`src/sv/gcam_pkg.sv`:
```
// Package for the GNSS configuration acknowledgement matcher.
// Holds opcodes, status codes, register indexes, the result struct and
// the expected-packet byte function. No dependencies.
`default_nettype none

package gcam_pkg;

    localparam logic [1:0] OP_START = 2'd0;
    localparam logic [1:0] OP_BYTE  = 2'd1;
    localparam logic [1:0] OP_TICK  = 2'd2;
    localparam logic [1:0] OP_NONE  = 2'd3;

    localparam logic [1:0] ST_IDLE    = 2'd0;
    localparam logic [1:0] ST_WAIT    = 2'd1;
    localparam logic [1:0] ST_ACKED   = 2'd2;
    localparam logic [1:0] ST_TIMEOUT = 2'd3;

    localparam logic [1:0] REG_ACK_CLASS     = 2'd0;
    localparam logic [1:0] REG_ACK_ID        = 2'd1;
    localparam logic [1:0] REG_TIMEOUT_TICKS = 2'd2;

    localparam logic [7:0]  RST_ACK_CLASS     = 8'd6;
    localparam logic [7:0]  RST_ACK_ID        = 8'd36;
    localparam logic [15:0] RST_TIMEOUT_TICKS = 16'd3000;

    localparam logic [3:0]  PACKET_LEN  = 4'd10;
    localparam logic [16:0] ELAPSED_MAX = 17'h1FFFF;

    localparam logic [7:0] SYNC_1     = 8'hB5;
    localparam logic [7:0] SYNC_2     = 8'h62;
    localparam logic [7:0] ACK_CLASS  = 8'h05;
    localparam logic [7:0] ACK_ID     = 8'h01;
    localparam logic [7:0] LEN_LO     = 8'h02;
    localparam logic [7:0] LEN_HI     = 8'h00;
    // running checksum constants over the fixed header bytes
    localparam logic [7:0] CKA_BASE   = 8'd8;
    localparam logic [7:0] CKB_BASE   = 8'd43;

    typedef struct packed {
        logic [1:0] status;
        logic [3:0] match_count;
    } result_t;

    function automatic logic [7:0] expected_byte(input logic [3:0] pos,
                                                 input logic [7:0] cls,
                                                 input logic [7:0] id);
        logic [7:0] ck_a;
        logic [7:0] ck_b;
        logic [7:0] b;
        ck_a = CKA_BASE + cls + id;
        ck_b = CKB_BASE + {cls[6:0], 1'b0} + id;
        unique case (pos)
            4'd0:    b = SYNC_1;
            4'd1:    b = SYNC_2;
            4'd2:    b = ACK_CLASS;
            4'd3:    b = ACK_ID;
            4'd4:    b = LEN_LO;
            4'd5:    b = LEN_HI;
            4'd6:    b = cls;
            4'd7:    b = id;
            4'd8:    b = ck_a;
            default: b = ck_b;
        endcase
        return b;
    endfunction

endpackage

`default_nettype wire

```
`src/sv/gcam_match.sv`:
```
// Matcher state: phase, match index and saturating elapsed tick counter.
// Produces the post-update result for each accepted transaction. Uses gcam_pkg.
`default_nettype none

module gcam_match (
    input  wire logic             aclk,
    input  wire logic             aresetn,
    input  wire logic             step,
    input  wire logic [1:0]       opcode,
    input  wire logic [7:0]       rx_byte,
    input  wire logic [7:0]       ack_class,
    input  wire logic [7:0]       ack_id,
    input  wire logic [15:0]      timeout_ticks,
    output gcam_pkg::result_t     result
);

    logic [1:0]  phase_reg, phase_next;
    logic [3:0]  index_reg, index_next;
    logic [16:0] elapsed_reg, elapsed_next;
    logic        hit;

    assign hit = (index_reg < gcam_pkg::PACKET_LEN) &&
                 (rx_byte == gcam_pkg::expected_byte(index_reg, ack_class, ack_id));

    always_comb begin
        phase_next   = phase_reg;
        index_next   = index_reg;
        elapsed_next = elapsed_reg;
        unique case (opcode)
            gcam_pkg::OP_START: begin
                phase_next   = gcam_pkg::ST_WAIT;
                index_next   = 4'd0;
                elapsed_next = 17'd0;
            end
            gcam_pkg::OP_BYTE: begin
                if (phase_reg == gcam_pkg::ST_WAIT) begin
                    index_next = hit ? index_reg + 4'd1 : 4'd0;
                    if (index_next >= gcam_pkg::PACKET_LEN) begin
                        phase_next = gcam_pkg::ST_ACKED;
                    end
                end
            end
            gcam_pkg::OP_TICK: begin
                if (phase_reg == gcam_pkg::ST_WAIT) begin
                    if (elapsed_reg < gcam_pkg::ELAPSED_MAX) begin
                        elapsed_next = elapsed_reg + 17'd1;
                    end
                    if (elapsed_next > {1'b0, timeout_ticks}) begin
                        phase_next = gcam_pkg::ST_TIMEOUT;
                    end
                end
            end
            default: begin
            end
        endcase
    end

    always_ff @(posedge aclk) begin
        if (!aresetn) begin
            phase_reg   <= gcam_pkg::ST_IDLE;
            index_reg   <= 4'd0;
            elapsed_reg <= 17'd0;
        end else if (step) begin
            phase_reg   <= phase_next;
            index_reg   <= index_next;
            elapsed_reg <= elapsed_next;
        end
    end

    assign result.status      = phase_next;
    assign result.match_count = index_next;

endmodule

`default_nettype wire

```
`src/sv/gnss_config_ack_matcher.sv`:
```
// GNSS configuration acknowledgement matcher, top level.
// Holds configuration registers and the two-entry result buffer.
// Depends on gcam_pkg and gcam_match.
//
// Input channel (s_valid/s_ready): opcode start, received byte or 1 ms tick.
// Each input transaction yields exactly one result transaction on the
// m_ channel carrying the status (idle, waiting, acknowledged, timed out)
// and the number of packet bytes matched so far.
// Configuration channel (cfg_valid/cfg_ready, cfg_index, cfg_data):
// index 0 ack class, 1 ack id, 2 timeout in ticks; always ready, writes
// to other indexes are dropped. Write only while no transaction is pending.
// Results are registered. Throughput: one transaction per cycle while s_ready is
// high; the matcher state updates in the accepting cycle.
// Stall: an output register plus a skid register hold up to two results;
// s_ready drops only while the skid register is occupied.
// Reset (aresetn low, synchronous): phase idle, counters zero, registers
// at class 6, id 36, timeout 3000, buffers empty.
`default_nettype none

module gnss_config_ack_matcher (
    input  wire logic        aclk,
    input  wire logic        aresetn,
    input  wire logic        s_valid,
    output wire logic        s_ready,
    input  wire logic [1:0]  s_opcode,
    input  wire logic [7:0]  s_rx_byte,
    output wire logic        m_valid,
    input  wire logic        m_ready,
    output wire logic [1:0]  m_status,
    output wire logic [3:0]  m_match_count,
    input  wire logic        cfg_valid,
    output wire logic        cfg_ready,
    input  wire logic [1:0]  cfg_index,
    input  wire logic [15:0] cfg_data
);

    logic [7:0]  ack_class_reg;
    logic [7:0]  ack_id_reg;
    logic [15:0] timeout_ticks_reg;

    gcam_pkg::result_t result;
    gcam_pkg::result_t out_reg, skid_reg;
    logic              out_valid_reg, skid_valid_reg;
    logic              accept, pop;

    assign cfg_ready = 1'b1;
    assign s_ready   = !skid_valid_reg;
    assign accept    = s_valid && s_ready;
    assign pop       = out_valid_reg && m_ready;

    always_ff @(posedge aclk) begin
        if (!aresetn) begin
            ack_class_reg     <= gcam_pkg::RST_ACK_CLASS;
            ack_id_reg        <= gcam_pkg::RST_ACK_ID;
            timeout_ticks_reg <= gcam_pkg::RST_TIMEOUT_TICKS;
        end else if (cfg_valid) begin
            unique case (cfg_index)
                gcam_pkg::REG_ACK_CLASS:     ack_class_reg     <= cfg_data[7:0];
                gcam_pkg::REG_ACK_ID:        ack_id_reg        <= cfg_data[7:0];
                gcam_pkg::REG_TIMEOUT_TICKS: timeout_ticks_reg <= cfg_data;
                default: begin
                end
            endcase
        end
    end

    gcam_match u_match (
        .aclk          (aclk),
        .aresetn       (aresetn),
        .step          (accept),
        .opcode        (s_opcode),
        .rx_byte       (s_rx_byte),
        .ack_class     (ack_class_reg),
        .ack_id        (ack_id_reg),
        .timeout_ticks (timeout_ticks_reg),
        .result        (result)
    );

    always_ff @(posedge aclk) begin
        if (!aresetn) begin
            out_valid_reg  <= 1'b0;
            skid_valid_reg <= 1'b0;
        end else if (accept) begin
            if (!out_valid_reg || pop) begin
                out_valid_reg <= 1'b1;
            end else begin
                skid_valid_reg <= 1'b1;
            end
        end else if (pop) begin
            if (skid_valid_reg) begin
                skid_valid_reg <= 1'b0;
            end else begin
                out_valid_reg <= 1'b0;
            end
        end
    end

    always_ff @(posedge aclk) begin
        if (accept) begin
            if (!out_valid_reg || pop) begin
                out_reg <= result;
            end else begin
                skid_reg <= result;
            end
        end else if (pop && skid_valid_reg) begin
            out_reg <= skid_reg;
        end
    end

    assign m_valid       = out_valid_reg;
    assign m_status      = out_reg.status;
    assign m_match_count = out_reg.match_count;

endmodule

`default_nettype wire

```
`config.mk`:
```
export PLATFORM = sky130hd
export DESIGN_NAME = gnss_config_ack_matcher
export DESIGN_NICKNAME = d
export VERILOG_FILES = /design/src/sv/gcam_pkg.sv /design/src/sv/gcam_match.sv /design/src/sv/gnss_config_ack_matcher.sv
export SDC_FILE = /design/constraint.sdc
export NUM_CORES = 1
export LEC_CHECK = 0
export BUFFER_PORTS_ARGS = -buffer_cell sky130_fd_sc_hd__buf_2
export CAP_MARGIN = 20
export CORE_ASPECT_RATIO = 1.25
export CORE_MARGIN = 8
export CORE_UTILIZATION = 55
export DETAILED_ROUTE_END_ITERATION = 7
export PLACE_DENSITY_LB_ADDON = 0.2
export REMOVE_ABC_BUFFERS = 1
export SLEW_MARGIN = 20
export SYNTH_ARGS = -nofsm -noshare
export SYNTH_HDL_FRONTEND = slang
export SYNTH_SLANG_ARGS = --single-unit
```
`constraint.sdc`:
```
create_clock -name aclk -period 4.9 [get_ports aclk]
set_input_delay 0.98 -clock aclk [delete_from_list [all_inputs] [get_ports aclk]]
set_output_delay 0.98 -clock aclk [all_outputs]
set_load 0.1 [all_outputs]
```
; ---- Yosys cells after proc, flatten, opt, wreduce, memory -nomap -nowiden
; Cells that the tools add are included.
[classes]
add_sub_neg = 6
magnitude_cmp = 4
eq_ne = 18
mux = 24
bitwise = 1
n_reduce_logical = 21
[ops]
columns = op, n
row1 = $pmux 8 s9, 1
row2 = $mux 17, 4
row3 = $pmux 17 s2, 1
row4 = $mux 6, 3
row5 = $add 17x1->17 const B, 1
row6 = $gt 17x16->1, 1
row7 = $lt 17x17->1 const B, 1
row8 = $add 8x8->8, 2
row9 = $eq 4x3->1 const B, 4
row10 = $reduce_and 2->1, 6
row11 = $add 4x8->8 const A, 1
row12 = $add 6x8->8 const A, 1
row13 = $eq 4x2->1 const B, 2
row14 = $eq 8x8->1, 1
row15 = $mux 2, 4
row16 = $mux 4, 2
row17 = $pmux 4 s2, 1
row18 = $mux 1, 7
row19 = $eq 2x1->1 const B, 3
row20 = $ne 2x1->1 const B, 3
row21 = $pmux 2 s3, 1
row22 = $reduce_and 3->1, 2
row23 = $reduce_bool 2->1, 3
row24 = $add 4x1->4 const B, 1
row25 = other kinds (12), 18
[word_totals]
reg_bits = 69
input_bits = 33
output_inout_bits = 9

; ---- Logic depth before layout (Yosys ltp)
[depth]
ltp_word = 12
ltp_mapped = 16
ltp_nobuf = 15

; ---- By module
; Synthesis repeated with hierarchy kept, for this count alone.
[hier_totals]
cells_unflattened = 595
area_unflattened_um2 = 4927.2
[modules_own_cells]
columns = module, n_inst, cells_each, area_each_um2, seq_area_each_um2
row1 = gcam_match, 1, 429, 3211.8, 460.4
row2 = gnss_config_ack_matcher, 1, 166, 1715.4, 1041.0

; ---- Worst setup path before layout
; OpenSTA, ideal clock, no wires.
[synth_path]
path_kind = register to register
start = register ack_class_reg[0]
end = register out_reg (netlist bit m_match_count[1]) (data pin)
arrival_ns = 3.285
required_ns = 4.640
slack_ns = 1.355
stages_incl_launch_ff = 14
path_buffers = 0
period_less_slack_ns = 3.545
path_cell_list = dfxtp_1 -> inv_1 -> ha_1 -> inv_1 -> ha_1 -> fa_1 -> a211oi_1 -> o21bai_1 -> a2111oi_0 -> nor4b_1 -> a221oi_2 -> nor2_1 -> a32o_1 -> mux2_2
[synth_rtl]
columns = item, line
row1 = from (decl), gnss_config_ack_matcher.sv:37  ; logic [7:0] ack_class_reg;
row2 = from (signal assigned), gnss_config_ack_matcher.sv:53  ; ack_class_reg <= gcam_pkg::RST_ACK_CLASS;
row3 = from (signal assigned), gnss_config_ack_matcher.sv:58  ; gcam_pkg::REG_ACK_CLASS: ack_class_reg <= cfg_data[7:0];
row4 = to (signal assigned), gnss_config_ack_matcher.sv:101  ; out_reg <= result;
row5 = to (signal assigned), gnss_config_ack_matcher.sv:106  ; out_reg <= skid_reg;
row6 = to (decl), gnss_config_ack_matcher.sv:42  ; gcam_pkg::result_t out_reg, skid_reg;

==> flow_summary.ini <==
[worst_hold_path]
hold_class = flop to flop

[sta]
tns_ns = 0
fin_crit_ns = 4.332
fin_crit_sh_pct = 88.41
hold_viol_final = 0
slew_headroom_pct = 43.45
tightest_slew_ns = 0.8431
rsz0062_at_grt = false
finalSetupViolCount = 0
fmax_mhz = 230.8
skew_ns = 0.005733
report.final.slew_viol_count = 0

[clock_network]
cts_sinks = 69
cts_setup_buffers = 0
clock_path_buffers = 2
cts_tree = done
cts_resized = 0
hold_buffers = 0
clkSlewWorstSetupHoldPaths_ns = 0.06
clk_latency_ns = 0.33
ctsRootBufferMaster = clkbuf_16
cts_max_level = 3
cts-buffers-inserted = 9

[worst_setup_path]
critPathTopFamily = compound AO/OA/AOI/OAI gates
cp.arrival_ns = 4.41
crit_required_ns = 4.98
critPathMaxFanout = 8
max_stage_delay_ns = 0.61
crit_chain = inv_1 > ha_1 > inv_1 > ha_1 > fa_1 > a211oi_1 > o21bai_1 > a2111oi_0 > nor4b_1 > a221oi_2 > nor2_1 > a32o_1 > mux2_2
critPathSlowestCell = a2111oi_0
worstSetupStartpointType = flop
critPathKind = flop to flop
path_buf_inv = 2
end_kind = flop

[synthesis]
synth.top_cell.area_share_pct = 22.20
synth-edff-count = 12
syn_avg_cell_area_um2 = 8.133
async_flop_share_pct = 0
yosysSeqAreaShare_pct = 29.21
synth_most_common_cell = nand2_1
yosys_warnings = 0
ys_ff_latch = 69
synth-main-ff-cell = dfxtp_1
yosysTopAreaCell = dfxtp_1
ys_types = 76
netlist_top_cells_area = dfxtp_1, ha_1, edfxtp_1
synthCells = 632
netlist_area_mm2 = 0.005140
synth_top_cells_by_count = nand2_1, nor2_1, dfxtp_1

[floorplanning]
dieArea_mm2 = 0.01271
die_x_um = 102.5
initial_core_util_pct = 56.33
rows = 39
io_pins = 42
core_mm2 = 0.009125
die_h_um = 124.1

[grt]
grt_first_pass_wirelength_um = 20580
grt_start_max_net_pins = 28
grt_pass1_vias = 4432
antenna_found_initial = 0
overflow = 0
grt_usage_pct = 20.51

[final_layout]
nNetsFinal = 736
largest_register_ffs = 17
antennaDiodeCount = 0
fillers = 826
final_util_pct = 61.90
area.growth.synth_to_final_pct = 9.883
instances_no_fill = 783
drive_gt1_share_pct = 11.52

[flow_run]
maxCapViolCount = 0

[place]
dp.cells = 767
io_buffers = 40
hpwl_um = 9632
globalplace.congestion = 0.8659

[routing]
remaining_drc_errors = 0
routed_wirelength_um = 12700
final_antenna_net_count = 0
drtIter0Drc = 248
viasPerCell = 5.974
routed-via-count = 4678
dr.pass1.iters = 7
wl_per_cell_um = 16.21

[pwr]
power_leakage_nw = 2.358
p_int_mw = 1.058
p_switching_mw = 0.3923
ir_worst_vdd_v = 0.0002181
swShare_pct = 27.05
pwr_density_cell_mw_per_mm2 = 256.8
p_seq_share_pct = 41.8
clkPwrFrac_pct = 43.0
combPwrFrac_pct = 15.2

[status]
status = finished, final reports clean
-- placed cells by master, fill, tap and decap left out, drive strengths merged, types with 8 or more instances in the layout --
master  synthesis  routed
nand2          69      69
nor2           58      58
dfxtp          57      57
inv            46      46
ha             46      46
a21oi          45      45
buf             7      43
o21ai          27      27
nand3          19      19
mux2i          16      16
nand2b         12      12
nor3           12      12
xnor2          12      12
edfxtp         12      12
a22oi          11      11
clkbuf         24      11
o211ai         10      10
and3           10      10
a211oi         10      10
a21o            9       9
or3             8       8
-- cell families (layout without fill, tap and decap cells) --
logic type	count (synthesis)	count (layout)	synth area share, %
buf+inv	77	105	6.329
fa+ha+maj	48	48	11.98
xor+xnor	21	21	4.138
mux	18	18	3.554
other cells	1	1	0.07296
flops	69	69	29.21
compound gates	162	162	21.42
simple gates	236	236	23.30
-- power groups by stage --
stage	combinational [mW]	sequential, mW	clock, mW
3_3_place_gp	0.213	0.617	0
5_1_grt	0.241	0.608	0.657
6_report	0.221	0.606	0.623
4_1_cts	0.220	0.606	0.633
2_1_floorplan	0.120	0.652	0
3_5_place_dp	0.218	0.618	0
-- worst reg2reg max path, stage by stage (launching register included) --
cell,delay (ns)
dfxtp_1,0.35
inv_1,0.08
ha_1,0.28
inv_1,0.04
ha_1,0.21
fa_1,0.41
a211oi_1,0.41
o21bai_1,0.13
a2111oi_0,0.61
nor4b_1,0.15
a221oi_2,0.59
nor2_1,0.25
a32o_1,0.33
mux2_2,0.26
-- routing by layer --
metal  wire, µm  global-route usage, %  share of wire [%]  vias up
li1           -                      -                  -     2330
met1       5225                  22.36                 41     2191
met2       6452                  36.13                 51      121
met3        488                  3.468                3.8       36
met4        528                  12.79                4.2        0
met5          0                      0                  0        -
-- per-stage QoR --
stage / hold slack, ns / area (µm²) / setup WS, ns / power (mW)
floorplan: 0.4363 / 4987 / 1.235 / 0.7726
global placement: 0.4469 / 5364 / 0.7940 / 0.8303
detailed placement: 0.4505 / 5364 / 0.6920 / 0.8362
CTS: 0.4566 / 5648 / 0.6635 / 1.460
global route: 0.4821 / 5648 / 0.2959 / 1.506
finish: 0.4535 / 5648 / 0.5680 / 1.450
-- final timing paths --
check / to / cells past startpoint / slack [ns] / start
setup reg to reg: m_match_count[1] / 13 / 0.57 / ack_class_reg[0]
hold / removal: timeout_ticks_reg[1] / 2 / 0.45 / timeout_ticks_reg[1]
hold reg to reg: timeout_ticks_reg[1] / 2 / 0.45 / timeout_ticks_reg[1]
setup / recovery: m_match_count[1] / 13 / 0.57 / ack_class_reg[0]
-- layout make-up --
class	count	area (µm²)	share of cell area, %
Tap cell	123	153.9	2.725
Clock inverter	5	51.30	0.9083
Inverter	46	172.7	3.057
Timing Repair Buffer	43	222.7	3.943
Clock buffer	11	232.7	4.121
Multi-Input combinational cell	486	3313	58.66
Sequential cell	69	1501	26.58
No activity file was read; power rests on OpenSTA's default activity.
